## src/rtl/spc_pkg.sv

```systemverilog
package spc_pkg;

   // Framing bytes
   localparam logic [7:0] HDR0_BYTE = 8'hFF;
   localparam logic [7:0] HDR1_BYTE = 8'h00;
   localparam logic [7:0] TERM_BYTE = 8'h0A;

   // Widths of the packet state and the register
   localparam int POS_W = 9;
   localparam int BYTE_W = 8;
   localparam int LEN_W = 9;

   // Reset value of the packet length limit
   localparam logic [LEN_W-1:0] MAX_LEN_RESET = 9'd260;

   typedef enum logic [2:0] {
      ST_OK           = 3'd0,
      ST_BAD_HEADER   = 3'd1,
      ST_ZERO_LEN     = 3'd2,
      ST_OVERRUN      = 3'd3,
      ST_CKSUM        = 3'd4,
      ST_LEN_MISMATCH = 3'd5
   } status_type;

   // Per-packet state carried from one byte to the next
   typedef struct packed {
      logic [POS_W-1:0]  byte_position;
      logic [BYTE_W-1:0] running_sum;
      logic [BYTE_W-1:0] previous_byte;
      logic [BYTE_W-1:0] declared_length;
      status_type        first_error;
   } pkt_state_type;

   // What one byte produces
   typedef struct packed {
      logic              emit;
      status_type        status;
      logic [BYTE_W-1:0] payload_count;
   } step_result_type;

endpackage

```

## src/rtl/spc_step.sv

```systemverilog
module spc_step (
   input  spc_pkg::pkt_state_type           cur_state,
   input  logic [spc_pkg::BYTE_W-1:0]       data_byte,
   input  logic [spc_pkg::LEN_W-1:0]        max_packet_len,
   output spc_pkg::pkt_state_type           next_state,
   output spc_pkg::step_result_type         result
);

   logic                          term_hit;
   logic [spc_pkg::POS_W:0]       pos_plus1;
   logic [spc_pkg::POS_W-1:0]     count_full;
   spc_pkg::status_type           ferr_upd;
   logic [spc_pkg::BYTE_W-1:0]    len_upd;
   logic [spc_pkg::BYTE_W-1:0]    sum_upd;
   spc_pkg::status_type           term_status;

   // A terminator only counts once the header has been passed.
   assign term_hit = (cur_state.byte_position >= spc_pkg::POS_W'(3)) &&
                     (data_byte == spc_pkg::TERM_BYTE);
   assign pos_plus1 = {1'b0, cur_state.byte_position} + (spc_pkg::POS_W+1)'(1);
   assign count_full = cur_state.byte_position - spc_pkg::POS_W'(4);

   // Status on a terminator, in priority order.
   always_comb begin
      if (cur_state.first_error != spc_pkg::ST_OK) begin
         term_status = cur_state.first_error;
      end else if (cur_state.byte_position == spc_pkg::POS_W'(3)) begin
         term_status = spc_pkg::ST_LEN_MISMATCH;
      end else if (cur_state.running_sum != cur_state.previous_byte) begin
         term_status = spc_pkg::ST_CKSUM;
      end else if (count_full != {1'b0, cur_state.declared_length}) begin
         term_status = spc_pkg::ST_LEN_MISMATCH;
      end else begin
         term_status = spc_pkg::ST_OK;
      end
   end

   // Header checks, length capture and checksum accumulation for a plain byte.
   always_comb begin
      ferr_upd = cur_state.first_error;
      len_upd  = cur_state.declared_length;
      sum_upd  = cur_state.running_sum;
      case (cur_state.byte_position)
         spc_pkg::POS_W'(0): begin
            if (data_byte != spc_pkg::HDR0_BYTE && cur_state.first_error == spc_pkg::ST_OK) begin
               ferr_upd = spc_pkg::ST_BAD_HEADER;
            end
         end
         spc_pkg::POS_W'(1): begin
            if (data_byte != spc_pkg::HDR1_BYTE && cur_state.first_error == spc_pkg::ST_OK) begin
               ferr_upd = spc_pkg::ST_BAD_HEADER;
            end
         end
         spc_pkg::POS_W'(2): begin
            len_upd = data_byte;
            if (data_byte == '0 && cur_state.first_error == spc_pkg::ST_OK) begin
               ferr_upd = spc_pkg::ST_ZERO_LEN;
            end
         end
         spc_pkg::POS_W'(3): begin
            sum_upd = cur_state.running_sum;
         end
         default: begin
            sum_upd = cur_state.running_sum + cur_state.previous_byte;
         end
      endcase
   end

   // Pick between terminator, overrun and an ordinary byte.
   always_comb begin
      next_state = '0;
      result.emit = 1'b0;
      result.status = spc_pkg::ST_OK;
      result.payload_count = '0;
      if (term_hit) begin
         result.emit = 1'b1;
         result.status = term_status;
         if (cur_state.byte_position >= spc_pkg::POS_W'(4)) begin
            result.payload_count = count_full[spc_pkg::POS_W-1] ? '1 :
                                   count_full[spc_pkg::BYTE_W-1:0];
         end
      end else if (pos_plus1 >= {1'b0, max_packet_len}) begin
         result.emit = 1'b1;
         result.status = (ferr_upd != spc_pkg::ST_OK) ? ferr_upd : spc_pkg::ST_OVERRUN;
      end else begin
         next_state.byte_position   = pos_plus1[spc_pkg::POS_W-1:0];
         next_state.running_sum     = sum_upd;
         next_state.previous_byte   = data_byte;
         next_state.declared_length = len_upd;
         next_state.first_error     = ferr_upd;
      end
   end

endmodule

```

## config.mk

```make
export PLATFORM = sky130hd
export DESIGN_NAME = spc_step
export DESIGN_NICKNAME = d
export VERILOG_FILES = /design/src/rtl/spc_pkg.sv /design/src/rtl/spc_step.sv
export SDC_FILE = /design/constraint.sdc
export NUM_CORES = 1
export LEC_CHECK = 0
export CAP_MARGIN = 20
export CORE_MARGIN = 5
export CORE_UTILIZATION = 60
export DETAILED_ROUTE_END_ITERATION = 8
export DONT_BUFFER_PORTS = 1
export PLACE_DENSITY = 0.73
export SLEW_MARGIN = 0
export SYNTH_ARGS = -nofsm -noshare
export SYNTH_HDL_FRONTEND = slang
export SYNTH_SLANG_ARGS = --single-unit
```

## constraint.sdc

```tcl
create_clock -name vclk -period 8.2
set_clock_uncertainty 0.15 [all_clocks]
set_input_delay 1.64 -clock vclk [all_inputs]
set_output_delay 1.64 -clock vclk [all_outputs]
set_load 0.005 [all_outputs]
```

**Yosys cells after proc, flatten, opt, wreduce, memory -nomap -nowiden**

Cells that the tools add are included.

- Add/sub/neg operators: 3
- Magnitude comparators: 3
- Equal/unequal tests: 7
- Mux-type cells: 18
- Reduce and logical (&&, ||, !) cells: 11

Operators with widths:

| cell | number |
|---|---|
| $mux 36 | 2 |
| $mux 8 | 5 |
| $mux 3 | 8 |
| $eq 9x2->1 const B | 2 |
| $add 9x1->10 const B | 1 |
| $ge 10x9->1 | 1 |
| $eq 9x1->1 const B | 1 |
| $ge 9x2->1 const B | 1 |
| $ge 9x3->1 const B | 1 |
| $logic_not 9->1 | 1 |
| $ne 9x8->1 | 1 |
| $pmux 3 s3 | 1 |
| $sub 9x3->9 const B | 1 |
| $add 8x8->8 | 1 |
| $eq 8x4->1 const B | 1 |
| $logic_not 8->1 | 1 |
| $mux 4 | 2 |
| $ne 8x8->1 | 1 |
| $ne 8x8->1 const B | 1 |
| $reduce_bool 8->1 | 1 |
| $reduce_bool 3->1 | 2 |
| $logic_and 1x1->1 | 4 |
| $reduce_or 4->1 | 1 |
| $logic_not 3->1 | 1 |

- Register bits: 0
- Output and inout port bits: 48

**Longest topological paths before layout**

- Depth after elaboration: 8
- Depth in mapped cells: 13

**Least setup slack after synthesis**

Ideal clock, no wire load.

- Path type: input -> output
- From: input cur_state[29] in the netlist's numbering
- To: output next_state[12] in the netlist's numbering
- Arrival time: 3.599 ns
- Data required time: 6.410 ns
- Setup slack: 2.811 ns
- Stages on the path: 12
- Cell sequence: buf_2 -> nand4_1 -> nor2_1 -> xor2_1 -> ha_1 -> and4_1 -> nand3_1 -> a31oi_1 -> or3_4 -> buf_6 -> buf_6 -> nor2_1

RTL lines:

| item | line | source |
|---|---|---|
| from (decl) | spc_step.sv:2 | `input spc_pkg::pkt_state_type cur_state,` |
| to (decl) | spc_step.sv:5 | `output spc_pkg::pkt_state_type next_state,` |

==> metrics <==
cts hold-fix bufs 0; met1 WL 1730 um; worst endpoint required time 6.41 ns; DPL Wire Length 3640 um; f_max 0.182 GHz; Worst-Margin Slew 0.653 ns; chip width 62.4 um; Ys Warns 0; P per Cell Area 52.1 nW/um2; Port Buffers 0; relative max-transition margin 56.4%; Die H 62.4 um; Non-Filler Instances 276; final hold violation count 0; Clock buffer cells 0; status finished, final reports clean; met3 routed WL 337 um; RSZ-0062 raised after global routing no; CP max stage delay 0.56 ns; register area share after synthesis 0%; share of post-route cells with drive strength above 1 2.04%; top-level I/O count 101; antenna violations before repair 0; Pwr Total 0.0000847 W; min cycle time layout 5.50 ns; Hold Path Depth 1; Post-Syn Instances 255; average wire per standard cell 15.3 um; post_cts resized 0; crit path capture type primary output; metal2 WL 2150 um; Setup Fix Bufs, Post-CTS 0; grt ovf 0; largest net degree at the start of global routing 40; via count 1,621; DP Cell Count 276; critical path arrival 3.71 ns; post-layout util 60.5%; syn nets 334; die area 3890 um2; ant diodes 0; post-route ant nets 0; worst vdd ir 0.0374 mV; Multi-input gate area 1470 um2; mean number of vias per cell 5.87; hold crit path type input port to primary output; critical-path cell list ha_1 -> nand4_1 -> xnor2_1 -> ha_1 -> a21oi_1 -> nand2_1 -> a21oi_1 -> a31oi_1 -> or3_4 -> a211oi_1; layout filler cell count 280; WL final 4210 um; gpl congestion 0.770; CP max stage cell or3_4; Tot GR Track Use 20.7%; nets 326; vias in the first global route 1,637; max cap viols 0; global-route wire length before repair 7160 um; syn_area_per_cell 6.46 um2; Sequential cell area 0 um2; FFs & Latches 0; crit path launch type input port; top routing layer used met3; Final Cycle Share 67.0%; row count 19; DRC 0; Lkg Pwr 0.802 nW; Initial Util 61.3%; Synth cell types 43; Post-Syn Area 1650 um2; final slew viol count 0; CP max FO 39; first drt pass iteration count 4; final setup vio count 0; Setup TNS 0 ns; core area 2690 um2; area grow syn2layout -1.29%; drt initial violations 48; critical path class input port to primary output
-- stage by stage --
| step | hold WS [ns] | setup WS (ns) | instance area [um2] |
|---|---|---|---|
| 6_report | 3.17 | 2.70 | 1630 |
| 5_1_grt | 3.17 | 2.44 | 1630 |
| 4_1_cts | 3.17 | 2.69 | 1630 |
| 3_5_place_dp | 3.17 | 2.68 | 1630 |
| 3_3_place_gp | 3.17 | 2.74 | 1630 |
| 2_1_floorplan | 3.16 | 2.81 | 1650 |
-- path summary, 6_finish.rpt --
check,startpoint,endpoint,slack [ns]
worst max-delay path,cur_state[29],next_state[20],2.70
worst min-delay path,cur_state[27],next_state[27],3.17
-- cell type report --
| class | instances | share of cell area [%] |
|---|---|---|
| Inverter | 30 | 6.93 |
| Multi-Input combinational cell | 215 | 90.7 |
| Tap cell | 31 | 2.39 |
-- cell usage in the layout (no fill, tap or decap), drive strengths merged, types with 2 or more instances in the layout --
cell type   n
a21boi      2
a21oi      26
a31oi       2
a32o        2
and3        3
and4        3
ha         25
inv        30
mux2i       6
nand2      13
nand2b      2
nand3       9
nand4       7
nor2       48
nor2b       9
nor3        4
nor4        4
o211ai      2
o21a        2
o21ai       5
or3         2
xnor2      17
xor2        9
-- synth_stat cells, types with 3 or more instances --
master,count,area share [%]
a21oi_1,26,7.9
xor2_1,9,4.8
xnor2_1,16,8.5
ha_1,25,19
buf_2,6,1.8
and4_1,3,1.6
nand4_1,7,2.7
nand2_1,13,3.0
nor3_1,3,0.91
and3_1,3,1.1
nand3_1,9,2.7
inv_1,30,6.8
nor2b_1,9,3.4
nor2_1,48,11
o21ai_0,4,1.2
mux2i_1,6,3.6
nor4_1,4,1.5
-- cell families after synthesis --
logic type | count (synthesis) | share of synthesized area [%]
simple gates | 110 | 33.5
compound gates | 46 | 16.5
buf+inv | 40 | 10.5
xor+xnor | 27 | 15.7
fa+ha+maj | 26 | 20.2
mux | 6 | 3.65
-- layer usage --
| layer | global-route usage (%) | up-vias |
|---|---|---|
| met5 | 0 | - |
| li1 | - | 849 |
| met2 | 39.6 | 53 |
| met4 | 0.531 | 0 |
| met1 | 24.7 | 719 |
| met3 | 4.32 | 0 |
-- power breakdown --
part | internal (W) | switching (W) | total, W
Sequential | 0 | 0 | 0
Clock | 0 | 0 | 0
Combinational | 0.0000361 | 0.0000486 | 0.0000847
Total | 0.0000361 | 0.0000486 | 0.0000847
-- critical path, delay by kind of cell --
kind	cells	cell delay, ns
AND/OR/NAND/NOR	3	0.78
AO/OA/AOI/OAI	4	0.67
adder cells (fa/ha/maj)	2	0.43
XOR/XNOR	1	0.20
Note: power is estimated with default switching activity, not from simulation.
